[src/bmp24_to_rgb565_stream_decoder_core_macros.svh]
// ----------------------------------------------------------------------------
// bmp24 decoder assertion macros
// shared property wrappers for the decoder checks
// ----------------------------------------------------------------------------
`ifndef BMP24_TO_RGB565_STREAM_DECODER_CORE_MACROS_SVH
`define BMP24_TO_RGB565_STREAM_DECODER_CORE_MACROS_SVH

// same-cycle implication
`define BMPDEC_ASSERT_NOW(lbl, ante, cons, msg) \
  lbl: assert property (@(posedge clk_i) disable iff (!rst_ni) (ante) |-> (cons)) \
    else $error(msg);

// next-cycle implication
`define BMPDEC_ASSERT_NEXT(lbl, ante, cons, msg) \
  lbl: assert property (@(posedge clk_i) disable iff (!rst_ni) (ante) |=> (cons)) \
    else $error(msg);

`endif

[src/bmpdec_pkg.sv]
// ----------------------------------------------------------------------------
// bmpdec_pkg
// types and constants shared by the bmp24 to rgb565 decoder
// ----------------------------------------------------------------------------
`default_nettype none

package bmpdec_pkg;

  localparam int unsigned CFG_ADDR_W = 4;
  localparam int unsigned CFG_DATA_W = 32;

  localparam logic [14:0] CANVAS_RESET = 15'd240;

  typedef enum logic [1:0] {
    REG_ORIGIN_X      = 2'd0,
    REG_ORIGIN_Y      = 2'd1,
    REG_CANVAS_WIDTH  = 2'd2,
    REG_CANVAS_HEIGHT = 2'd3
  } cfg_reg_e;

  typedef enum logic [2:0] {
    PH_IDLE   = 3'd0,
    PH_HEADER = 3'd1,
    PH_SKIP   = 3'd2,
    PH_PIXELS = 3'd3,
    PH_PAD    = 3'd4,
    PH_DONE   = 3'd5
  } phase_e;

  typedef enum logic [1:0] {
    ST_PIXEL     = 2'd0,
    ST_ORIGIN    = 2'd1,
    ST_SIGNATURE = 2'd2,
    ST_FORMAT    = 2'd3
  } status_e;

  typedef struct packed {
    logic signed [15:0] origin_x;
    logic signed [15:0] origin_y;
    logic [14:0]        canvas_width;
    logic [14:0]        canvas_height;
  } cfg_t;

  typedef struct packed {
    logic [7:0] file_byte;
    logic       first_byte;
  } in_item_t;

  typedef struct packed {
    logic [15:0]        pixel_color;
    logic signed [15:0] pixel_x;
    logic signed [15:0] pixel_y;
    logic               last_pixel;
    status_e            status;
  } out_item_t;

endpackage

`default_nettype wire

[src/bmp24_to_rgb565_stream_decoder_core.sv]
// ----------------------------------------------------------------------------
// bmp24_to_rgb565_stream_decoder_core
// streaming 24-bit bmp decoder giving rgb565 pixels with canvas coordinates
// ----------------------------------------------------------------------------
// usage:
// - input channel carries one file byte per request; first_byte set on byte 0
//   of a file restarts parsing
// - output channel carries one pixel, or one error report, per request
// - apb port holds origin_x, origin_y, canvas_width, canvas_height at byte
//   addresses 0, 4, 8, 12; write it only while the stream is quiet
// - one byte per cycle sustained while the output is not stalled; a result
//   passes from its last byte through the input register, then the parser
//   state step into the output register
// - the only loop is the parser state update, one byte per clock unless stalled
// - after reset the parser waits for a first_byte; stray bytes are dropped
// - a stall on the output holds the result; one more byte sits in the input
//   register, then in_stall_o rises until the output drains
// ----------------------------------------------------------------------------
`default_nettype none

`include "bmp24_to_rgb565_stream_decoder_core_macros.svh"

module bmp24_to_rgb565_stream_decoder_core
  import bmpdec_pkg::*;
(
  input  wire logic                  clk_i,
  input  wire logic                  rst_ni,
  input  wire logic                  in_valid_i,
  output logic                       in_stall_o,
  input  in_item_t                   in_item_i,
  output logic                       out_valid_o,
  input  wire logic                  out_stall_i,
  output out_item_t                  out_item_o,
  input  wire logic                  psel,
  input  wire logic                  penable,
  input  wire logic                  pwrite,
  input  wire logic [CFG_ADDR_W-1:0] paddr,
  input  wire logic [CFG_DATA_W-1:0] pwdata,
  output logic      [CFG_DATA_W-1:0] prdata,
  output logic                       pready
);

  cfg_t      cfg;
  in_item_t  in_item_q;
  logic      in_valid_q, in_valid_d;
  out_item_t out_item_q;
  out_item_t res;
  logic      res_valid;
  logic      out_valid_q, out_valid_d;
  logic      advance;
  logic      accept;

  bmpdec_cfg u_cfg (
    .clk_i   (clk_i),
    .rst_ni  (rst_ni),
    .psel    (psel),
    .penable (penable),
    .pwrite  (pwrite),
    .paddr   (paddr),
    .pwdata  (pwdata),
    .prdata  (prdata),
    .pready  (pready),
    .cfg_o   (cfg)
  );

  bmpdec_parser u_parser (
    .clk_i       (clk_i),
    .rst_ni      (rst_ni),
    .step_i      (advance),
    .item_i      (in_item_q),
    .cfg_i       (cfg),
    .res_valid_o (res_valid),
    .res_o       (res)
  );

  assign advance     = in_valid_q && (!out_valid_q || !out_stall_i);
  assign in_stall_o  = in_valid_q && !advance;
  assign accept      = in_valid_i && !in_stall_o;
  assign out_valid_o = out_valid_q;
  assign out_item_o  = out_item_q;

  always_comb begin
    in_valid_d = in_valid_q;
    if (accept) begin
      in_valid_d = 1'b1;
    end else if (advance) begin
      in_valid_d = 1'b0;
    end
  end

  always_comb begin
    out_valid_d = out_valid_q;
    if (advance) begin
      out_valid_d = res_valid;
    end else if (!out_stall_i) begin
      out_valid_d = 1'b0;
    end
  end

  always_ff @(posedge clk_i or negedge rst_ni) begin
    if (!rst_ni) begin
      in_valid_q  <= 1'b0;
      out_valid_q <= 1'b0;
    end else begin
      in_valid_q  <= in_valid_d;
      out_valid_q <= out_valid_d;
    end
  end

  always_ff @(posedge clk_i) begin
    if (accept) begin
      in_item_q <= in_item_i;
    end
    if (advance) begin
      out_item_q <= res;
    end
  end

  `BMPDEC_ASSERT_NOW(a_stall_needs_item, in_stall_o, in_valid_q, "stall with empty input register")
  `BMPDEC_ASSERT_NEXT(a_silent_step, advance && !res_valid, !out_valid_q, "result without cause")
  `BMPDEC_ASSERT_NOW(a_error_zero, out_valid_q && out_item_q.status != ST_PIXEL,
    out_item_q.pixel_color == '0 && !out_item_q.last_pixel, "error report carries pixel data")
  `BMPDEC_ASSERT_NEXT(a_step_loads, advance && res_valid, out_valid_q, "result lost on step")

endmodule

`default_nettype wire

[src/bmpdec_cfg.sv]
// ----------------------------------------------------------------------------
// bmpdec_cfg
// apb register bank: canvas origin and canvas size
// ----------------------------------------------------------------------------
`default_nettype none

module bmpdec_cfg
  import bmpdec_pkg::*;
(
  input  wire logic                  clk_i,
  input  wire logic                  rst_ni,
  input  wire logic                  psel,
  input  wire logic                  penable,
  input  wire logic                  pwrite,
  input  wire logic [CFG_ADDR_W-1:0] paddr,
  input  wire logic [CFG_DATA_W-1:0] pwdata,
  output logic      [CFG_DATA_W-1:0] prdata,
  output logic                       pready,
  output cfg_t                       cfg_o
);

  cfg_t     cfg_q;
  cfg_t     cfg_d;
  cfg_reg_e reg_sel;
  logic     wr_en;

  assign pready  = 1'b1;
  assign reg_sel = cfg_reg_e'(paddr[3:2]);
  assign wr_en   = psel && penable && pwrite && pready;
  assign cfg_o   = cfg_q;

  always_comb begin
    cfg_d = cfg_q;
    if (wr_en) begin
      unique case (reg_sel)
        REG_ORIGIN_X:      cfg_d.origin_x      = pwdata[15:0];
        REG_ORIGIN_Y:      cfg_d.origin_y      = pwdata[15:0];
        REG_CANVAS_WIDTH:  cfg_d.canvas_width  = pwdata[14:0];
        REG_CANVAS_HEIGHT: cfg_d.canvas_height = pwdata[14:0];
      endcase
    end
  end

  always_comb begin
    unique case (reg_sel)
      REG_ORIGIN_X:      prdata = {16'b0, cfg_q.origin_x};
      REG_ORIGIN_Y:      prdata = {16'b0, cfg_q.origin_y};
      REG_CANVAS_WIDTH:  prdata = {17'b0, cfg_q.canvas_width};
      REG_CANVAS_HEIGHT: prdata = {17'b0, cfg_q.canvas_height};
    endcase
  end

  always_ff @(posedge clk_i or negedge rst_ni) begin
    if (!rst_ni) begin
      cfg_q.origin_x      <= '0;
      cfg_q.origin_y      <= '0;
      cfg_q.canvas_width  <= CANVAS_RESET;
      cfg_q.canvas_height <= CANVAS_RESET;
    end else begin
      cfg_q <= cfg_d;
    end
  end

endmodule

`default_nettype wire

[src/bmpdec_parser.sv]
// ----------------------------------------------------------------------------
// bmpdec_parser
// header parse, offset skip, pixel assembly and row padding skip, one byte per step
// ----------------------------------------------------------------------------
`default_nettype none

module bmpdec_parser
  import bmpdec_pkg::*;
(
  input  wire logic clk_i,
  input  wire logic rst_ni,
  input  wire logic step_i,
  input  in_item_t  item_i,
  input  cfg_t      cfg_i,
  output logic      res_valid_o,
  output out_item_t res_o
);

  localparam logic [5:0]  POS_SIG_END    = 6'd1;
  localparam logic [5:0]  POS_OFFSET_END = 6'd13;
  localparam logic [5:0]  POS_WIDTH_END  = 6'd21;
  localparam logic [5:0]  POS_HEIGHT_END = 6'd25;
  localparam logic [5:0]  POS_PLANES_END = 6'd27;
  localparam logic [5:0]  POS_BPP_END    = 6'd29;
  localparam logic [5:0]  POS_COMP_END   = 6'd33;
  localparam logic [31:0] SIGNATURE      = 32'h0000_4D42;
  localparam logic [31:0] PLANES_OK      = 32'd1;
  localparam logic [31:0] BPP_OK         = 32'd24;
  localparam logic [31:0] HEADER_BYTES   = 32'd34;

  // byte lane of a header position inside its field
  function automatic logic [1:0] field_lane(input logic [5:0] p);
    logic [5:0] s;
    logic [5:0] off;
    if      (p >= 6'd30) s = 6'd30;
    else if (p >= 6'd28) s = 6'd28;
    else if (p >= 6'd26) s = 6'd26;
    else if (p >= 6'd22) s = 6'd22;
    else if (p >= 6'd18) s = 6'd18;
    else if (p >= 6'd14) s = 6'd14;
    else if (p >= 6'd10) s = 6'd10;
    else if (p >= 6'd6)  s = 6'd6;
    else if (p >= 6'd2)  s = 6'd2;
    else                 s = 6'd0;
    off = p - s;
    return off[1:0];
  endfunction

  phase_e      phase_q, phase_d, phase_eff;
  logic [31:0] pos_q, pos_d, pos_eff;
  logic [31:0] field_q, field_d, field_next;
  logic [31:0] offset_q, offset_d;
  logic [15:0] width_q, width_d;
  logic [15:0] height_q, height_d;
  logic [15:0] row_q, row_d, row_inc;
  logic [15:0] col_q, col_d, col_inc;
  logic [15:0] row_y_q, row_y_d;
  logic [1:0]  bip_q, bip_d;
  logic [1:0]  pad_q, pad_d;
  logic [7:0]  blue_q, blue_d;
  logic [7:0]  green_q, green_d;
  logic [5:0]  hp;
  logic [1:0]  lane;
  logic        origin_bad;
  logic [7:0]  b;

  assign b    = item_i.file_byte;
  assign hp   = pos_eff[5:0];
  assign lane = field_lane(hp);

  assign origin_bad =
    ($signed(cfg_i.origin_x) >= $signed({1'b0, cfg_i.canvas_width})) ||
    ($signed(cfg_i.origin_y) >= $signed({1'b0, cfg_i.canvas_height}));

  always_comb begin
    if (lane == 2'd0) begin
      field_next = {24'b0, b};
    end else begin
      field_next = field_q | ({24'b0, b} << {lane, 3'b000});
    end
  end

  always_comb begin
    phase_d     = phase_q;
    pos_d       = pos_q;
    field_d     = field_q;
    offset_d    = offset_q;
    width_d     = width_q;
    height_d    = height_q;
    row_d       = row_q;
    col_d       = col_q;
    row_y_d     = row_y_q;
    bip_d       = bip_q;
    pad_d       = pad_q;
    blue_d      = blue_q;
    green_d     = green_q;
    res_valid_o = 1'b0;
    res_o       = '0;
    phase_eff   = phase_q;
    pos_eff     = pos_q;
    col_inc     = col_q + 16'd1;
    row_inc     = row_q + 16'd1;

    if (item_i.first_byte) begin
      phase_eff = PH_HEADER;
      pos_eff   = '0;
      row_d     = '0;
      col_d     = '0;
      bip_d     = '0;
      pad_d     = '0;
    end

    if (item_i.first_byte && origin_bad) begin
      phase_d      = PH_DONE;
      res_valid_o  = 1'b1;
      res_o.status = ST_ORIGIN;
    end else begin
      unique case (phase_eff)
        PH_HEADER: begin
          phase_d = PH_HEADER;
          field_d = field_next;
          pos_d   = pos_eff + 32'd1;
          if (hp == POS_SIG_END && field_next != SIGNATURE) begin
            phase_d      = PH_DONE;
            res_valid_o  = 1'b1;
            res_o.status = ST_SIGNATURE;
          end
          if (hp == POS_OFFSET_END) offset_d = field_next;
          if (hp == POS_WIDTH_END)  width_d  = field_next[15:0];
          if (hp == POS_HEIGHT_END) height_d = field_next[15:0];
          if ((hp == POS_PLANES_END && field_next != PLANES_OK) ||
              (hp == POS_BPP_END && field_next != BPP_OK)) begin
            phase_d      = PH_DONE;
            res_valid_o  = 1'b1;
            res_o.status = ST_FORMAT;
          end
          if (hp == POS_COMP_END) begin
            if (field_next != '0 || offset_q < HEADER_BYTES) begin
              phase_d      = PH_DONE;
              res_valid_o  = 1'b1;
              res_o.status = ST_FORMAT;
            end else begin
              row_y_d = 16'(cfg_i.origin_y + height_q - 16'd1);
              if (width_q == '0 || height_q == '0) begin
                phase_d = PH_DONE;
              end else if (offset_q == HEADER_BYTES) begin
                phase_d = PH_PIXELS;
              end else begin
                phase_d = PH_SKIP;
              end
            end
          end
        end
        PH_SKIP: begin
          pos_d = pos_q + 32'd1;
          if (pos_d == offset_q) phase_d = PH_PIXELS;
        end
        PH_PIXELS: begin
          if (bip_q == 2'd0) begin
            blue_d = b;
            bip_d  = 2'd1;
          end else if (bip_q == 2'd1) begin
            green_d = b;
            bip_d   = 2'd2;
          end else begin
            res_valid_o       = 1'b1;
            res_o.pixel_color = {b[7:3], green_q[7:2], blue_q[7:3]};
            res_o.pixel_x     = 16'(cfg_i.origin_x + col_q);
            res_o.pixel_y     = row_y_q;
            res_o.status      = ST_PIXEL;
            bip_d             = 2'd0;
            col_d             = col_inc;
            if (col_inc == width_q) begin
              col_d   = '0;
              row_d   = row_inc;
              row_y_d = row_y_q - 16'd1;
              if (row_inc == height_q) begin
                res_o.last_pixel = 1'b1;
                phase_d          = PH_DONE;
              end else if (width_q[1:0] != 2'd0) begin
                // row padding equals width mod 4 for three-byte pixels
                pad_d   = width_q[1:0];
                phase_d = PH_PAD;
              end
            end
          end
        end
        PH_PAD: begin
          pad_d = pad_q - 2'd1;
          if (pad_d == 2'd0) phase_d = PH_PIXELS;
        end
        default: begin
        end
      endcase
    end
  end

  always_ff @(posedge clk_i or negedge rst_ni) begin
    if (!rst_ni) begin
      phase_q  <= PH_IDLE;
      pos_q    <= '0;
      field_q  <= '0;
      offset_q <= '0;
      width_q  <= '0;
      height_q <= '0;
      row_q    <= '0;
      col_q    <= '0;
      row_y_q  <= '0;
      bip_q    <= '0;
      pad_q    <= '0;
      blue_q   <= '0;
      green_q  <= '0;
    end else if (step_i) begin
      phase_q  <= phase_d;
      pos_q    <= pos_d;
      field_q  <= field_d;
      offset_q <= offset_d;
      width_q  <= width_d;
      height_q <= height_d;
      row_q    <= row_d;
      col_q    <= col_d;
      row_y_q  <= row_y_d;
      bip_q    <= bip_d;
      pad_q    <= pad_d;
      blue_q   <= blue_d;
      green_q  <= green_d;
    end
  end

endmodule

`default_nettype wire
[config.mk]
export PLATFORM = sky130hd
export DESIGN_NAME = bmp24_to_rgb565_stream_decoder_core
export DESIGN_NICKNAME = d
export VERILOG_FILES = /design/src/bmpdec_pkg.sv /design/src/bmp24_to_rgb565_stream_decoder_core.sv /design/src/bmpdec_cfg.sv /design/src/bmpdec_parser.sv
export VERILOG_INCLUDE_DIRS = /design/src /design/src/src
export SDC_FILE = /design/constraint.sdc
export NUM_CORES = 1
export LEC_CHECK = 0
export ABC_AREA = 1
export BUFFER_PORTS_ARGS = -buffer_cell sky130_fd_sc_hd__buf_4
export CAP_MARGIN = 20
export CORE_AREA = 3 3 269 271
export CTS_BUF_LIST = sky130_fd_sc_hd__clkbuf_4
export DETAILED_ROUTE_END_ITERATION = 8
export DIE_AREA = 0 0 272 274
export HOLD_SLACK_MARGIN = 0.06
export PLACE_DENSITY = 0.51
export RECOVER_POWER = 25
export SYNTH_ARGS = -nofsm -noshare
export SYNTH_HDL_FRONTEND = slang
export SYNTH_SLANG_ARGS = --single-unit
[constraint.sdc]
create_clock -name clk_i -period 8 [get_ports clk_i]
set_input_delay 1.2 -clock clk_i [delete_from_list [all_inputs] [get_ports clk_i]]
set_output_delay 1.2 -clock clk_i [all_outputs]
set_load 0.01 [all_outputs]
# After elaboration in Yosys (flattened, before gate mapping)
# Index checks and enable logic that the tools add are counted.
[classes]
add_sub_neg = 10
muxes = 79
magnitude_cmp = 12
eq_ne = 34
n_bitwise = 5
reduce_logical = 45
shifts = 1
[op_table]
columns = ["cell", "n"]
rows = [
  ["$mux W16", 17],
  ["$pmux W32 S4", 1],
  ["$add A32 B1 Y32 const B", 2],
  ["$mux W32", 2],
  ["$pmux W32 S2", 1],
  ["$mux W2", 26],
  ["$mux W3", 14],
  ["$add A16 B1 Y16 const B", 2],
  ["$add A16 B16 Y16", 2],
  ["$eq A16 B16 Y1", 2],
  ["$eq A32 B32 Y1", 1],
  ["$eq A32 B6 Y1 const B", 1],
  ["$ge A16 B16 Y1", 2],
  ["$logic_not A16 Y1", 2],
  ["$lt A32 B6 Y1 const B", 1],
  ["$ne A32 B1 Y1 const B", 1],
  ["$ne A32 B15 Y1 const B", 1],
  ["$ne A32 B5 Y1 const B", 1],
  ["$or A32 B32 Y32", 1],
  ["$pmux W16 S2", 1],
  ["$reduce_bool A32 Y1", 1],
  ["$shl A8 B5 Y32", 1],
  ["$sub A16 B1 Y16 const B", 2],
  ["$ge A6 B5 Y1 const B", 5],
  ["other kinds (37)", 96],
]
[totals]
output_inout_bits = 86
elab_cells = 212
reg_bits = 323

# Logic depth before layout (Yosys ltp)
# Gate-level depths: netlist (run 1).
[depth]
ltp_word = 24
mapped_depth = 25

# Hierarchy
# Synthesis (run 1) repeated with hierarchy kept, for this count alone.
[hier_totals]
hier_cells = 2996
area_unflattened_um2 = 21456.8
[modules_own_cells]
columns = ["mod", "seq_area_each_um2", "cells_per_inst", "area_per_inst_um2", "instances"]
rows = [
  ["bmpdec_parser", 4854.7, 2537, 16315.6, 1],
  ["bmpdec_cfg", 1561.5, 386, 3240.6, 1],
  ["bmp24_to_rgb565_stream_decoder_core", 1851.8, 73, 1900.6, 1],
]

# Least setup slack after synthesis (run 1)
# OpenSTA, ideal clock, no wires.
[synth_timing]
path_type = "in2reg"
start = "in out_stall_i"
end = "reg out_item_q, in the netlist out_item_o[0], enable pin"
arrival_ns = 3.512
path_buffers = 2
setup_time_ns = 0.433
path_slack_ns = 4.055
cell_stages = 5
path_cell_list = "nand2_1 > inv_1 > nor2_1 > clkbuf_1 > clkbuf_1"
[synth_via]
elab_chain_cells = 3
[synth_lines]
columns = ["item", "line", "rtl"]
rows = [
  ["from (decl)", "bmp24_to_rgb565_stream_decoder_core.sv:32", "input wire logic out_stall_i,"],
  ["$logic_not A1 Y1", "-", ""],
  ["$logic_or A1 B1 Y1", "bmp24_to_rgb565_stream_decoder_core.sv:76", "assign advance = in_valid_q && (!out_valid_q || !out_stall_i);"],
  ["$logic_and A1 B1 Y1", "bmp24_to_rgb565_stream_decoder_core.sv:76", ""],
  ["named net advance", "bmp24_to_rgb565_stream_decoder_core.sv:50", "logic advance;"],
  ["to (signal assigned)", "bmp24_to_rgb565_stream_decoder_core.sv:115", "out_item_q <= res;"],
  ["to (decl)", "bmp24_to_rgb565_stream_decoder_core.sv:46", "out_item_t out_item_q;"],
]
# The timed path passes the listed nets, and every way through them passes these cells.
# A chain may end at the register's enable or synchronous reset.

# Worst setup path in the final report (run 1)
[layout_timing]
start = "reg in_item_q[0] in the netlist's numbering"
end = "reg u_parser.row_y_q[1]"
[layout_via]
elab_chain_cells = 19
[layout_lines]
columns = ["item", "line", "rtl"]
rows = [
  ["from (decl)", "bmp24_to_rgb565_stream_decoder_core.sv:44", "in_item_t in_item_q;"],
  ["from (signal assigned)", "bmp24_to_rgb565_stream_decoder_core.sv:112", "in_item_q <= in_item_i;"],
  ["$mux W32", "bmpdec_parser.sv:104", "if (item_i.first_byte) begin"],
  ["$ge A6 B2 Y1", "bmpdec_parser.sv:43", "else if (p >= 6'd2) s = 6'd2;"],
  ["$mux W2", "bmpdec_parser.sv:43", ""],
  ["$mux W2", "bmpdec_parser.sv:42", "else if (p >= 6'd6) s = 6'd6;"],
  ["$mux W2", "bmpdec_parser.sv:41", "else if (p >= 6'd10) s = 6'd10;"],
  ["$mux W2", "bmpdec_parser.sv:40", "else if (p >= 6'd14) s = 6'd14;"],
  ["$mux W2", "bmpdec_parser.sv:39", "else if (p >= 6'd18) s = 6'd18;"],
  ["$mux W2", "bmpdec_parser.sv:38", "else if (p >= 6'd22) s = 6'd22;"],
  ["[3 not listed]", "-", ""],
  ["$sub A2 B2 Y2", "bmpdec_parser.sv:45", "off = p - s;"],
  ["$shl A8 B5 Y32", "bmpdec_parser.sv:79", "field_next = field_q | ({24'b0, b} << {lane, 3'b000});"],
  ["$or A32 B32 Y32", "bmpdec_parser.sv:79", ""],
  ["$mux W32", "bmpdec_parser.sv:76", "if (lane == 2'd0) begin"],
  ["$reduce_bool A32 Y1", "bmpdec_parser.sv:138", "if (field_next != '0 || offset_q < HEADER_BYTES) begin"],
  ["$logic_or A1 B1 Y1", "bmpdec_parser.sv:138", ""],
  ["$ne A2 B2 Y1 (no line)", "-", ""],
  ["$reduce_and A8 Y1 (no line)", "-", ""],
  ["to (signal assigned)", "bmpdec_parser.sv:222", "row_y_q <= row_y_d;"],
  ["to (decl)", "bmpdec_parser.sv:57", "logic [15:0] row_y_q, row_y_d;"],
]
# Several ways; a longest one is shown, not always the timed one.

==> results of run 1 <==
-- metal layers --
metal | share of wire | GRT usage | vias up
met5 | 0 | 0 | -
met2 | 0.44 | 0.2731 | 422
li1 | - | - | 9991
met3 | 0.050 | 0.03211 | 93
met4 | 0.019 | 0.04787 | 0
met1 | 0.49 | 0.2461 | 8854
-- layout make-up --
| class | count | area (sq um) |
|---|---|---|
| inverters | 399 | 1500 |
| flip-flops and latches | 318 | 8268 |
| diodes | 3 | 7.507 |
| well taps | 940 | 1176 |
| clock inverters | 32 | 171.4 |
| multi-input cells | 2166 | 10710 |
| clock buffers | 144 | 1081 |
| repair buffers | 120 | 899.6 |
| fillers | 7709 | 46210 |
-- how the worst max path moves through the flow --
| stage | start | endpoint | cells past startpoint |
|---|---|---|---|
| after floorplan | out_stall_i | out_item_o[0] | 5 |
| after global placement | in_item_q[0] | u_parser.row_y_q[14] | 21 |
| after detailed placement | in_item_q[0] | u_parser.row_y_q[14] | 21 |
| after CTS | in_item_q[0] | u_parser.row_y_q[15] | 21 |
| after global routing | rst_ni | u_parser.row_y_q[6] | 2 |
| final | in_item_q[0] | u_parser.row_y_q[1] | 21 |
-- logic make-up (layout without fill, tap and decap cells) --
kind of cell    Yosys count  count (layout)  share of synthesized area
simple gates           1510            1510                     0.3062
flops                   318             318                     0.3952
fa+ha+maj                84              84                    0.05095
buf+inv                 502             695                    0.09568
compound gates          506             506                     0.1294
other cells               2              20                  0.0003589
xor+xnor                 49              49                    0.02219
-- state kept, by name, indices dropped and copies added (netlist names) --
| signal | count |
|---|---|
| u_parser.phase_q | 3 |
| in_valid_q | 1 |
| u_parser.row_q | 16 |
| u_cfg.cfg_o | 62 |
| u_parser.pad_q | 2 |
| u_parser.field_q | 32 |
| u_parser.width_q | 16 |
| u_parser.height_q | 16 |
| u_parser.offset_q | 32 |
| u_parser.bip_q | 2 |
| u_parser.row_y_q | 16 |
| in_item_q | 9 |
| out_item_o | 51 |
| u_parser.col_q | 16 |
| out_valid_o | 1 |
| u_parser.pos_q | 32 |
| u_parser.green_q | 6 |
| u_parser.blue_q | 5 |
-- worst max-delay path, cell delays in order (launching register included) --
cell and delay [ns]:
edfxtp_1 0.35, buf_4 0.23, inv_1 0.08, buf_4 0.34, nand2_1 0.51, ha_1 0.39
inv_1 0.05, nand3_1 0.06, nand2_1 0.08, nand3_2 0.17, nand2_4 0.26, nand2_4 0.29
nand2_1 0.46, nand2_1 0.13, nor2_1 0.11, nand2_1 0.08, nor2_1 0.14, nand4_1 0.18
nand2_2 0.24, nand3_2 0.35, nand2_1 0.15, o21ai_1 0.08
-- cells in the mapped netlist (all sizes together) --
cell     count
and3b        1
nor2       314
clkbuf      59
inv        397
nor3b        3
xnor2       12
nor4        14
xnor3        2
and2         7
fa           2
o22ai       14
a31oi        2
o31ai        9
xor2        35
nand4       50
buf         44
a21boi       2
a22o         1
o21a         2
nand3      186
conb         2
nor3        36
dfstp        8
nand2      865
clkinv       2
ha          82
or2          7
edfxtp      60
nor4b        1
dfrtp      250
o2111ai     14
o21ai      365
a21oi       81
o211ai      11
o21bai       5
nand3b      24
and3         2
-- power groups by stage --
| stage | Combinational, W | Sequential [W] | Clock (W) |
|---|---|---|---|
| floorplan | 0.00156 | 0.00221 | 0 |
| global placement | 0.00222 | 0.00229 | 0 |
| detailed placement | 0.00223 | 0.00228 | 0 |
| CTS | 0.00224 | 0.00226 | 0.00171 |
| global route | 0.00256 | 0.00230 | 0.00179 |
| finish | 0.00221 | 0.00226 | 0.00163 |
-- stage by stage --
step                      power (W)    util  hold slack [ns]  area [sq um]
final                      0.006109  0.3401           0.3969         23820
after global routing       0.006653  0.3400           0.3902         23810
after detailed placement   0.004506  0.3223           0.4707         22570
after global placement     0.004506  0.3223           0.4636         22570
after CTS                  0.006205  0.3402           0.3499         23820
after floorplan            0.003767       -           0.4417         20980
-- cell usage in the layout, fill, tap and decap left out, types with 60 or more instances in the layout --
cell and instances:
edfxtp_1 60, clkbuf_4 152, nand3_1 179, buf_4 104, o21ai_0 329, nand2_1 855
inv_1 392, ha_1 82, dfrtp_1 250, nor2_1 304, a21oi_1 80
==> impl_metrics.xml, run 1 <==
<?xml version="1.0" encoding="UTF-8"?>
<metrics>
  <group name="run_status">
    <metric name="outcome" unit="">finished with violations</metric>
    <metric name="failed_checks" unit="">capacitance limit, slew limit</metric>
  </group>
  <group name="yosys">
    <metric name="synth_top_cell_by_area" unit="">dfrtp_1</metric>
    <metric name="top_cell_type_s_share_of_synthesized_area" unit="">0.2990</metric>
    <metric name="yosys-top-cells-area" unit="">dfrtp_1 (30%), nand2_1 (15%), edfxtp_1 (8.6%)</metric>
    <metric name="synth.avg_cell_area" unit="sq um">7.042</metric>
    <metric name="synth-seq-cells" unit="">318</metric>
    <metric name="syn_inst" unit="">2971</metric>
    <metric name="post_synth_num_cell_types" unit="">54</metric>
    <metric name="synth.cell_area" unit="sq um">20920</metric>
    <metric name="seq_area_frac_synth" unit="">0.3952</metric>
    <metric name="yosys_warnings" unit="">0</metric>
  </group>
  <group name="place">
    <metric name="dpl.hpwl" unit="mm">47.52</metric>
    <metric name="placement.setup.worst_slack" unit="ns">3.191</metric>
    <metric name="portBuffers" unit="">102</metric>
    <metric name="placed_cells_incl_taps" unit="">3941</metric>
    <metric name="place.gp.congestion" unit="">0.8709</metric>
  </group>
  <group name="pwr">
    <metric name="switchingPower" unit="W">0.002550</metric>
    <metric name="clkPwrFrac" unit="">0.267</metric>
    <metric name="switching_share" unit="">0.4175</metric>
    <metric name="internal_power" unit="W">0.003558</metric>
    <metric name="power_density_over_the_cells" unit="nW/um^2">256.5</metric>
    <metric name="seqPwrFrac" unit="">0.370</metric>
    <metric name="max-vdd-ir-drop" unit="V">0.0001661</metric>
    <metric name="power.share.combinational" unit="">0.362</metric>
    <metric name="total_leakage_power" unit="nW">11.03</metric>
  </group>
  <group name="worst_setup_path">
    <metric name="start_kind" unit="">register</metric>
    <metric name="worst-endpoint-required" unit="ns">8.71</metric>
    <metric name="crit-reg2reg-launch" unit="">in_item_q[0]</metric>
    <metric name="worstPathArrival" unit="ns">5.57</metric>
    <metric name="ff2ff_path_depth" unit="">21</metric>
    <metric name="end_kind" unit="">register</metric>
    <metric name="critical_path.reg2reg.endpoint" unit="">u_parser.row_y_q[1]</metric>
    <metric name="maximum_fanout_encountered_on_the_critical_timing_path" unit="">43</metric>
    <metric name="setup.reg_to_reg.worst_slack" unit="ns">3.14</metric>
    <metric name="path_class" unit="">reg -&gt; reg</metric>
  </group>
  <group name="cells_and_area">
    <metric name="layout-drive-gt1-share" unit="">0.1019</metric>
    <metric name="nNetsFinal" unit="">3237</metric>
    <metric name="area.growth.synth_to_final" unit="%">13.84</metric>
    <metric name="finalNonFillerCells" unit="">4122</metric>
  </group>
  <group name="detailed_routing">
    <metric name="route.detailed.drc" unit="">0</metric>
    <metric name="wl_per_cell" unit="um">15.75</metric>
    <metric name="drt_first_pass_iters" unit="">6</metric>
    <metric name="drtIter0Drc" unit="">1338</metric>
    <metric name="route.detailed.vias_per_inst" unit="">4.697</metric>
    <metric name="ant_nets" unit="">0</metric>
    <metric name="num_vias" unit="">19360</metric>
    <metric name="route.final.wire_length" unit="mm">64.94</metric>
  </group>
  <group name="cts">
    <metric name="cts_hold_buf" unit="">0</metric>
    <metric name="cts.reportedPaths.clkPinSlew" unit="ns">0.06</metric>
    <metric name="cts.repair_timing.setup_buffer_count" unit="">0</metric>
    <metric name="tritoncts" unit="">done</metric>
    <metric name="cts_repair_resize_count" unit="">0</metric>
    <metric name="htreeDepth" unit="">3</metric>
    <metric name="clock-sinks" unit="">318</metric>
    <metric name="cts_inserted_buffers" unit="">96</metric>
    <metric name="cts-root-buf" unit="">clkbuf_4</metric>
    <metric name="clock_latency" unit="ns">0.87</metric>
    <metric name="clk_path_buf_depth" unit="">3</metric>
  </group>
  <group name="global_routing">
    <metric name="grt_start_max_net_pins" unit="">153</metric>
    <metric name="grt_pass1_vias" unit="">18650</metric>
    <metric name="overflow" unit="">0</metric>
    <metric name="grt_antenna_before_repair" unit="">2</metric>
    <metric name="grtUsageTotal" unit="">0.1744</metric>
    <metric name="grt_first_pass_wirelength" unit="mm">103.5</metric>
  </group>
  <group name="sta">
    <metric name="min_period_over_period" unit="">0.6078</metric>
    <metric name="layout_setup_ws" unit="ns">3.138</metric>
    <metric name="setup_tns" unit="ns">0</metric>
    <metric name="hold_viol" unit="">0</metric>
    <metric name="fin_skew" unit="ns">0.06122</metric>
    <metric name="grt_setup_unrepaired" unit="">false</metric>
    <metric name="worst_pin_slew" unit="ns">4.058</metric>
    <metric name="clock.fmax" unit="MHz">205.7</metric>
    <metric name="timing_max_transition_violations_final" unit="">196</metric>
    <metric name="timing.max_slew.rel_slack" unit="">-1.706</metric>
    <metric name="min_period" unit="ns">4.862</metric>
    <metric name="report.final.setup_viol" unit="">0</metric>
  </group>
  <group name="floorplan">
    <metric name="floorplan.rows" unit="">97</metric>
    <metric name="initial_core_utilization" unit="">0.2988</metric>
    <metric name="fp.dieH" unit="um">274</metric>
    <metric name="fp.dieW" unit="um">272</metric>
    <metric name="area_of_the_die" unit="sq um">74530</metric>
    <metric name="boundaryPins" unit="">138</metric>
    <metric name="area_inside_the_core_boundary" unit="sq um">70030</metric>
  </group>
  <group name="job">
    <metric name="max_cap_viols" unit="">2</metric>
  </group>
  <group name="worst_hold_path">
    <metric name="worst_hold_path_type" unit="">in -&gt; async</metric>
  </group>
</metrics>
(Power assumes the default switching activity.)
==> run 2: changes to the inputs <==
Settings changed: ABC_AREA 1 to 0, CORE_AREA 3 3 269 271 to 3 3 260 262, DIE_AREA 0 0 272 274 to 0 0 263 265.
Clock period 8 ns to 4.95 ns, I/O delays scaled along.
==> run 2 against run 1 <==
Effect of this change: the run still ends with capacitance limit, slew limit left; setup slack got worse by 2.6 ns; sequential share of layout area rose by 2.2 points; maximum frequency increased by 11%; power is 45% higher; critical path depth decreased by 8; non-clock buffer count is 30 higher; clock-buffer cell count fell by 6; synthesized cell count down 29%; core utilization up 0.077 points; clock skew is 0.021 ns lower.
==> impl_metrics.xml, run 2 <==
<?xml version="1.0" encoding="UTF-8"?>
<metrics>
  <group name="worst_hold_path">
    <metric name="worst_hold_path_type" unit="">in -&gt; reg</metric>
  </group>
  <group name="worst_setup_path">
    <metric name="path_class" unit="">reg -&gt; reg</metric>
    <metric name="start_kind" unit="">register</metric>
    <metric name="crit_chain" unit="">clkinv_1, nor2_1, ha_1, nor2_1, a211oi_4, nand2_2, a2111oi_0, a41oi_1, nor4b_2, a21boi_1, or2_1, o21ai_0, o21ai_0</metric>
    <metric name="crit_path_top_delay_cell" unit="">dfrtp_1</metric>
    <metric name="maximum_fanout_encountered_on_the_critical_timing_path" unit="">16</metric>
    <metric name="end_kind" unit="">register</metric>
    <metric name="worst-endpoint-required" unit="ns">5.59</metric>
    <metric name="worstPathArrival" unit="ns">5.02</metric>
    <metric name="timing.critical_path.slowest_cell_delay" unit="ns">0.54</metric>
    <metric name="crit_family" unit="">compound AO/OA/AOI/OAI gates</metric>
    <metric name="worst-path-buf-inv" unit="">1</metric>
  </group>
  <group name="detailed_routing">
    <metric name="drt_first_pass_iters" unit="">6</metric>
    <metric name="drtIter0Drc" unit="">1220</metric>
    <metric name="route.final.wire_length" unit="mm">59.96</metric>
    <metric name="wl_per_cell" unit="um">18.92</metric>
    <metric name="route.detailed.vias_per_inst" unit="">5.271</metric>
    <metric name="ant_nets" unit="">0</metric>
    <metric name="route.detailed.drc" unit="">0</metric>
    <metric name="num_vias" unit="">16700</metric>
  </group>
  <group name="cells_and_area">
    <metric name="nFillCells" unit="">6782</metric>
    <metric name="finalNonFillerCells" unit="">3169</metric>
    <metric name="mostFrequentLayoutCells" unit="">dfrtp_1 (250), nand2_1 (224), o21ai_0 (189)</metric>
    <metric name="layout-drive-gt1-share" unit="">0.1768</metric>
    <metric name="final_common_cell" unit="">dfrtp_1</metric>
    <metric name="nNetsFinal" unit="">2363</metric>
    <metric name="largest_register_ff_count" unit="">62</metric>
    <metric name="area.growth.synth_to_final" unit="%">14.66</metric>
  </group>
  <group name="sta">
    <metric name="hold_viol" unit="">0</metric>
    <metric name="min_period_over_period" unit="">0.8846</metric>
    <metric name="clock.fmax" unit="MHz">228.4</metric>
    <metric name="grt_setup_unrepaired" unit="">false</metric>
    <metric name="min_period" unit="ns">4.379</metric>
    <metric name="setup_tns" unit="ns">0</metric>
    <metric name="timing_max_transition_violations_final" unit="">59</metric>
    <metric name="worst_pin_slew" unit="ns">3.588</metric>
    <metric name="timing.max_slew.rel_slack" unit="">-1.392</metric>
    <metric name="fin_skew" unit="ns">0.03984</metric>
    <metric name="report.final.setup_viol" unit="">0</metric>
  </group>
  <group name="pwr">
    <metric name="power_density_over_the_cells" unit="nW/um^2">395.7</metric>
    <metric name="switching_share" unit="">0.3750</metric>
    <metric name="power.share.combinational" unit="">0.321</metric>
    <metric name="max-vdd-ir-drop" unit="V">0.0001650</metric>
    <metric name="clkPwrFrac" unit="">0.279</metric>
    <metric name="seqPwrFrac" unit="">0.399</metric>
    <metric name="internal_power" unit="W">0.005533</metric>
    <metric name="total_leakage_power" unit="nW">9.686</metric>
    <metric name="switchingPower" unit="W">0.003320</metric>
  </group>
  <group name="place">
    <metric name="place.gp.congestion" unit="">0.8553</metric>
    <metric name="dpl.hpwl" unit="mm">42.40</metric>
    <metric name="placed_cells_incl_taps" unit="">2983</metric>
    <metric name="portBuffers" unit="">102</metric>
  </group>
  <group name="yosys">
    <metric name="yosys_warnings" unit="">0</metric>
    <metric name="asyncSetResetFlopFracSynth" unit="">0.8113</metric>
    <metric name="yosys-top-cells-count" unit="">dfrtp_1 (250), nand2_1 (224), o21ai_0 (189)</metric>
    <metric name="synth_top_cell_by_area" unit="">dfrtp_1</metric>
    <metric name="seq_area_frac_synth" unit="">0.4238</metric>
    <metric name="synth-seq-cells" unit="">318</metric>
    <metric name="synthMostInstantiatedCell" unit="">dfrtp_1</metric>
    <metric name="ys.flop_type" unit="">dfrtp_1</metric>
    <metric name="synth_edf_count" unit="">60</metric>
    <metric name="synth.cell_area" unit="sq um">19510</metric>
    <metric name="top_cell_type_s_share_of_synthesized_area" unit="">0.3206</metric>
    <metric name="syn_inst" unit="">2118</metric>
    <metric name="post_synth_num_cell_types" unit="">90</metric>
    <metric name="synth.avg_cell_area" unit="sq um">9.212</metric>
    <metric name="yosys-top-cells-area" unit="">dfrtp_1 (32%), edfxtp_1 (9.2%), ha_1 (5.3%)</metric>
  </group>
  <group name="floorplan">
    <metric name="fp.dieW" unit="um">263</metric>
    <metric name="area_of_the_die" unit="sq um">69700</metric>
    <metric name="area_inside_the_core_boundary" unit="sq um">65630</metric>
    <metric name="fp.dieH" unit="um">265</metric>
    <metric name="boundaryPins" unit="">138</metric>
    <metric name="initial_core_utilization" unit="">0.2973</metric>
    <metric name="floorplan.rows" unit="">94</metric>
  </group>
  <group name="global_routing">
    <metric name="grtUsageTotal" unit="">0.1698</metric>
    <metric name="grt_start_max_net_pins" unit="">148</metric>
    <metric name="grt_first_pass_wirelength" unit="mm">94.27</metric>
    <metric name="grt_pass1_vias" unit="">16220</metric>
    <metric name="overflow" unit="">0</metric>
    <metric name="grt_antenna_before_repair" unit="">3</metric>
  </group>
  <group name="cts">
    <metric name="htreeDepth" unit="">3</metric>
    <metric name="clock-sinks" unit="">318</metric>
    <metric name="clk_path_buf_depth" unit="">3</metric>
    <metric name="cts.repair_timing.setup_buffer_count" unit="">0</metric>
    <metric name="clock_latency" unit="ns">0.82</metric>
    <metric name="cts_inserted_buffers" unit="">91</metric>
    <metric name="cts.reportedPaths.clkPinSlew" unit="ns">0.07</metric>
    <metric name="tritoncts" unit="">done</metric>
    <metric name="cts-root-buf" unit="">clkbuf_4</metric>
  </group>
  <group name="run_status">
    <metric name="outcome" unit="">finished with violations</metric>
    <metric name="failed_checks" unit="">capacitance limit, slew limit</metric>
  </group>
  <group name="job">
    <metric name="max_cap_viols" unit="">1</metric>
  </group>
</metrics>
==> run 2: cell types whose count changed after synthesis, sizes merged, moves of 51 or more <==
cell,delta
nand2,-640
xnor2,+64
clkbuf,+51
nand3,-129
o21ai,-168
nor2,-185
inv,-278
mux2,+73
==> run 2: stage by stage <==
stage / setup slack [ns] / power [W] / util / cell area (sq um) / hold slack, ns
after floorplan: 1.352 / 0.005277 / - / 19570 / 0.4447
after global placement: 0.7312 / 0.006341 / 0.3210 / 21070 / 0.4818
after detailed placement: 0.6812 / 0.006402 / 0.3211 / 21070 / 0.4897
after CTS: 0.6386 / 0.008971 / 0.3410 / 22380 / 0.06000
after global routing: 0.2322 / 0.009472 / 0.3408 / 22370 / 0.1167
final: 0.5714 / 0.008853 / 0.3409 / 22370 / 0.1610
==> run 2: metal layers <==
layer  vias to the layer above  part of all wire  GRT usage
met4                         2             0.028    0.06363
met5                         -           0.00028          0
li1                       7924                 -          -
met2                       495              0.45     0.2679
met3                       128             0.060    0.03193
met1                      8154              0.46     0.2320
==> run 2: power groups by stage <==
stage	Sequential (W)	Clock [W]	Combinational [W]
final	0.00354	0.00247	0.00284
after global placement	0.00356	0	0.00279
after detailed placement	0.00357	0	0.00283
after CTS	0.00352	0.00259	0.00286
after global routing	0.00359	0.00273	0.00315
after floorplan	0.00338	0	0.00190
==> run 2: path summary, 6_finish.rpt <==
path	startpoint	end	slack, ns	depth (start not counted)
min in group asynchronous	rst_ni	u_parser.blue_q[5]	1.70	2
worst min register to register	u_parser.blue_q[6]	u_parser.blue_q[6]	0.50	1
worst max register to register	u_parser.pos_q[1]	u_parser.row_y_q[6]	0.57	13
worst max-delay path	u_parser.pos_q[1]	u_parser.row_y_q[6]	0.57	13
max in group asynchronous	rst_ni	u_cfg.cfg_o[25]	1.03	3
worst min-delay path	pwdata[2]	u_cfg.cfg_o[17]	0.16	3
==> run 2: logic make-up (layout without fill, tap and decap cells) <==
family / after synthesis / in the layout / synth area share
compound gates: 527 / 527 / 0.1681
xor+xnor: 104 / 104 / 0.04668
fa+ha+maj: 84 / 84 / 0.05464
buf+inv: 269 / 438 / 0.05656
flops: 318 / 318 / 0.4238
mux: 104 / 104 / 0.06765
other cells: 2 / 20 / 0.0003849
simple gates: 710 / 710 / 0.1822
==> run 2: final cells by class <==
type                            instances  area [sq um]  share of cell area
Clock inverter                         30         130.1            0.005817
Multi-Input combinational cell       1546         10210              0.4564
Tap cell                              864          1081             0.04832
Sequential cell                       318          8268              0.3696
Inverter                              120         450.4             0.02013
Timing Repair Buffer                  150          1189             0.05313
Clock buffer                          138          1036             0.04631
Antenna cell                            3         7.507           0.0003356
==> run 2: worst reg2reg max path, cell delays in order, from the launching register on <==
cell       delay (ns)
dfrtp_1          0.54
clkinv_1         0.33
nor2_1           0.27
ha_1             0.18
nor2_1           0.07
a211oi_4         0.42
nand2_2          0.20
a2111oi_0        0.49
a41oi_1          0.25
nor4b_2          0.38
a21boi_1         0.25
or2_1            0.47
o21ai_0          0.25
o21ai_0          0.10
==> run 2: what timing repair did <==
item | CTS | global route
setup endpoints to repair | 0 | 0
resized for setup | 0 | 0
hold endpoints to repair | 70 | 0
hold buffers | 14 | 0
==> run 3: changes to the inputs <==
Settings changed: ABC_AREA 0 to 1, CORE_AREA 3 3 260 262 to 3 3 269 271, DIE_AREA 0 0 263 265 to 0 0 272 274, SETUP_SLACK_MARGIN set to 0.1.
Clock period 4.95 ns to 4.2 ns, I/O delays scaled along.
==> run 3 against run 2 <==
Effect of this change: the flow still finishes with violations (capacitance limit, slew limit); first-iteration DRC count rose by 20%; die area rose by 6.9%; clock-buffer cell count fell by 1; sequential share of layout area fell by 2.7 points; combinational power rose by 52%; clock power rose by 24%; setup slack improved by 0.039 ns; clock skew rose by 0.045 ns; final area rose by 7.8%; global-route usage rose by 0.63 points; core utilization rose by 0.33 points; critical endpoint is now u_parser.pos_q[7]; largest cell class unchanged; highest routed layer unchanged.
==> impl_metrics.xml, run 3 (same netlist as run 1, synthesis figures left out) <==
<?xml version="1.0" encoding="UTF-8"?>
<metrics>
  <group name="global_routing">
    <metric name="grt_antenna_before_repair" unit="">4</metric>
    <metric name="grt_pass1_vias" unit="">18560</metric>
    <metric name="grtUsageTotal" unit="">0.1761</metric>
    <metric name="overflow" unit="">0</metric>
    <metric name="grt_first_pass_wirelength" unit="mm">104.0</metric>
    <metric name="grt_start_max_net_pins" unit="">80</metric>
  </group>
  <group name="cells_and_area">
    <metric name="final-seq-area" unit="sq um">8268</metric>
    <metric name="multiInputGateArea" unit="sq um">10740</metric>
    <metric name="layout-drive-gt1-share" unit="">0.1036</metric>
    <metric name="final_design_area_no_fill" unit="sq um">24110</metric>
    <metric name="final_common_cell" unit="">nand2_1</metric>
    <metric name="finalNonFillerCells" unit="">4152</metric>
    <metric name="postLayoutCoreUtil" unit="">0.3442</metric>
    <metric name="mostFrequentLayoutCells" unit="">nand2_1 (852), inv_1 (392), o21ai_0 (329)</metric>
    <metric name="area.growth.synth_to_final" unit="%">15.21</metric>
    <metric name="nFillCells" unit="">7685</metric>
    <metric name="nNetsFinal" unit="">3269</metric>
    <metric name="largest_register_ff_count" unit="">62</metric>
  </group>
  <group name="sta">
    <metric name="timing_max_transition_violations_final" unit="">76</metric>
    <metric name="timing.max_slew.rel_slack" unit="">-0.4271</metric>
    <metric name="grt_setup_unrepaired" unit="">false</metric>
    <metric name="min_period" unit="ns">3.589</metric>
    <metric name="report.final.setup_viol" unit="">0</metric>
    <metric name="worst_pin_slew" unit="ns">2.141</metric>
    <metric name="fin_skew" unit="ns">0.08491</metric>
    <metric name="min_period_over_period" unit="">0.8546</metric>
    <metric name="setup_tns" unit="ns">0</metric>
    <metric name="clock.fmax" unit="MHz">278.6</metric>
    <metric name="hold_viol" unit="">0</metric>
  </group>
  <group name="cts">
    <metric name="clock-sinks" unit="">318</metric>
    <metric name="clock_latency" unit="ns">0.86</metric>
    <metric name="clk_path_buf_depth" unit="">3</metric>
    <metric name="htreeDepth" unit="">3</metric>
    <metric name="tritoncts" unit="">done</metric>
    <metric name="cts-root-buf" unit="">clkbuf_4</metric>
    <metric name="cts.reportedPaths.clkPinSlew" unit="ns">0.07</metric>
    <metric name="cts.repair_timing.setup_buffer_count" unit="">0</metric>
    <metric name="cts_inserted_buffers" unit="">94</metric>
  </group>
  <group name="worst_setup_path">
    <metric name="worstPathArrival" unit="ns">4.22</metric>
    <metric name="worst-endpoint-required" unit="ns">4.83</metric>
    <metric name="maximum_fanout_encountered_on_the_critical_timing_path" unit="">48</metric>
    <metric name="ff2ff_path_depth" unit="">15</metric>
    <metric name="crit_path_top_delay_cell" unit="">dfstp_2</metric>
    <metric name="timing.critical_path.slowest_cell_delay" unit="ns">0.54</metric>
    <metric name="worst_path_most_repeated_cell" unit="">nand2_1</metric>
    <metric name="start_kind" unit="">register</metric>
    <metric name="crit_chain" unit="">inv_1, ha_1, nand2_1, nor2_1, nand2_1, nor4b_1, a21oi_1, nand2_1, nand2_2, nand2_4, clkinv_1, o21ai_2, inv_2, o211ai_1, o21ai_0</metric>
    <metric name="setup.reg_to_reg.worst_slack" unit="ns">0.61</metric>
    <metric name="end_kind" unit="">register</metric>
    <metric name="path_class" unit="">reg -&gt; reg</metric>
    <metric name="crit-reg2reg-launch" unit="">u_cfg.cfg_o[22]</metric>
    <metric name="critical_path.reg2reg.endpoint" unit="">u_parser.pos_q[7]</metric>
  </group>
  <group name="floorplan">
    <metric name="area_of_the_die" unit="sq um">74530</metric>
    <metric name="area_inside_the_core_boundary" unit="sq um">70030</metric>
    <metric name="initial_core_utilization" unit="">0.2988</metric>
    <metric name="floorplan.rows" unit="">97</metric>
    <metric name="fp.dieH" unit="um">274</metric>
    <metric name="fp.dieW" unit="um">272</metric>
    <metric name="boundaryPins" unit="">138</metric>
  </group>
  <group name="pwr">
    <metric name="internal_power" unit="W">0.006761</metric>
    <metric name="switchingPower" unit="W">0.004910</metric>
    <metric name="seqPwrFrac" unit="">0.368</metric>
    <metric name="max-vdd-ir-drop" unit="V">0.0002784</metric>
    <metric name="power_density_over_the_cells" unit="nW/um^2">484.2</metric>
    <metric name="total_leakage_power" unit="nW">11.15</metric>
    <metric name="clkPwrFrac" unit="">0.263</metric>
    <metric name="switching_share" unit="">0.4207</metric>
    <metric name="power.share.combinational" unit="">0.369</metric>
  </group>
  <group name="detailed_routing">
    <metric name="wl_per_cell" unit="um">15.78</metric>
    <metric name="route.detailed.drc" unit="">0</metric>
    <metric name="drtIter0Drc" unit="">1470</metric>
    <metric name="route.final.wire_length" unit="mm">65.52</metric>
    <metric name="ant_nets" unit="">0</metric>
    <metric name="num_vias" unit="">19660</metric>
    <metric name="drt_first_pass_iters" unit="">7</metric>
    <metric name="route.detailed.vias_per_inst" unit="">4.734</metric>
  </group>
  <group name="worst_hold_path">
    <metric name="min_delay_path_depth" unit="">3</metric>
    <metric name="hold_path_startpoint" unit="">pwdata[7]</metric>
    <metric name="worst_hold_path_type" unit="">in -&gt; reg</metric>
    <metric name="holdPathEnd" unit="">u_cfg.cfg_o[53]</metric>
  </group>
  <group name="place">
    <metric name="portBuffers" unit="">102</metric>
    <metric name="place.gp.congestion" unit="">0.8946</metric>
    <metric name="placement.cell_area" unit="sq um">22680</metric>
    <metric name="placed_cells_incl_taps" unit="">3954</metric>
    <metric name="dpl.hpwl" unit="mm">48.46</metric>
  </group>
  <group name="job">
    <metric name="max_cap_viols" unit="">1</metric>
  </group>
  <group name="run_status">
    <metric name="outcome" unit="">finished with violations</metric>
    <metric name="failed_checks" unit="">capacitance limit, slew limit</metric>
  </group>
</metrics>
run 3: changes by cell type in the layout (fill, tap and decap cells not counted), moves of 21 or more:
cell / previous run / this run
o21ai_0: 189 / 329
a21oi_1: 112 / 80
mux2_2: 71 / 0
nor4_1: 35 / 14
and3_1: 50 / 2
nor2_1: 126 / 303
nor3_1: 57 / 36
nand3_1: 56 / 179
nand2_1: 224 / 852
inv_1: 118 / 392
a21o_1: 30 / 0
xnor2_1: 76 / 12
o31ai_1: 38 / 9
o21ai_1: 7 / 32
run 3: how the worst max path moves through the flow:
| stage | end | startpoint | depth (start not counted) |
|---|---|---|---|
| floorplan | out_item_o[0] | out_stall_i | 5 |
| global placement | u_parser.row_y_q[14] | in_item_q[0] | 19 |
| detailed placement | u_parser.row_y_q[14] | in_item_q[0] | 19 |
| CTS | u_parser.row_y_q[3] | in_item_q[0] | 19 |
| global route | out_valid_o | in_item_q[0] | 21 |
| finish | u_parser.pos_q[7] | u_cfg.cfg_o[22] | 15 |
run 3: final cells by class:
type	count	area share
Antenna cell	8	0.0008305
Clock buffer	137	0.04267
Sequential cell	318	0.3430
Tap cell	940	0.04879
Multi-Input combinational cell	2166	0.4454
Inverter	399	0.06223
Clock inverter	30	0.007059
Timing Repair Buffer	154	0.05004
run 3: per-layer routing:
| metal | vias up | track usage | wire length [um] |
|---|---|---|---|
| li1 | 10030 | - | - |
| met1 | 9027 | 0.2482 | 31770 |
| met2 | 470 | 0.2732 | 28480 |
| met3 | 124 | 0.03106 | 3497 |
| met4 | 4 | 0.05676 | 1746 |
| met5 | - | 0 | 27 |
run 3: power by group through the flow:
stage	clock (W)	combinational, W	sequential [W]
3_3_place_gp	0	0.00428	0.00435
4_1_cts	0.00320	0.00433	0.00429
5_1_grt	0.00336	0.00494	0.00438
6_report	0.00307	0.00431	0.00430
2_1_floorplan	0	0.00297	0.00420
3_5_place_dp	0	0.00430	0.00434
run 3: per-stage QoR:
stage / setup WS, ns / power (W) / hold WS, ns
floorplan: 0.8249 / 0.007174 / 0.3344
global placement: 0.5789 / 0.008624 / 0.4660
detailed placement: 0.5396 / 0.008635 / 0.4651
CTS: 0.4654 / 0.01183 / 0.06049
global route: 0.1444 / 0.01268 / 0.1052
finish: 0.6107 / 0.01167 / 0.1417
run 3: worst max-delay path, delay by kind of cell (launching register included):
kind	cells	cell delay, ns
compound gates	4	0.60
fa+ha+maj	1	0.29
buf+inv	3	0.76
flops	1	0.54
simple gates	7	1.17
run 3: timing repair:
action                     in CTS  in global routing
gates resized for setup         0                  4
hold buffers                   22                  0
hold endpoints to repair      113                  0
setup endpoints to repair       0                  4
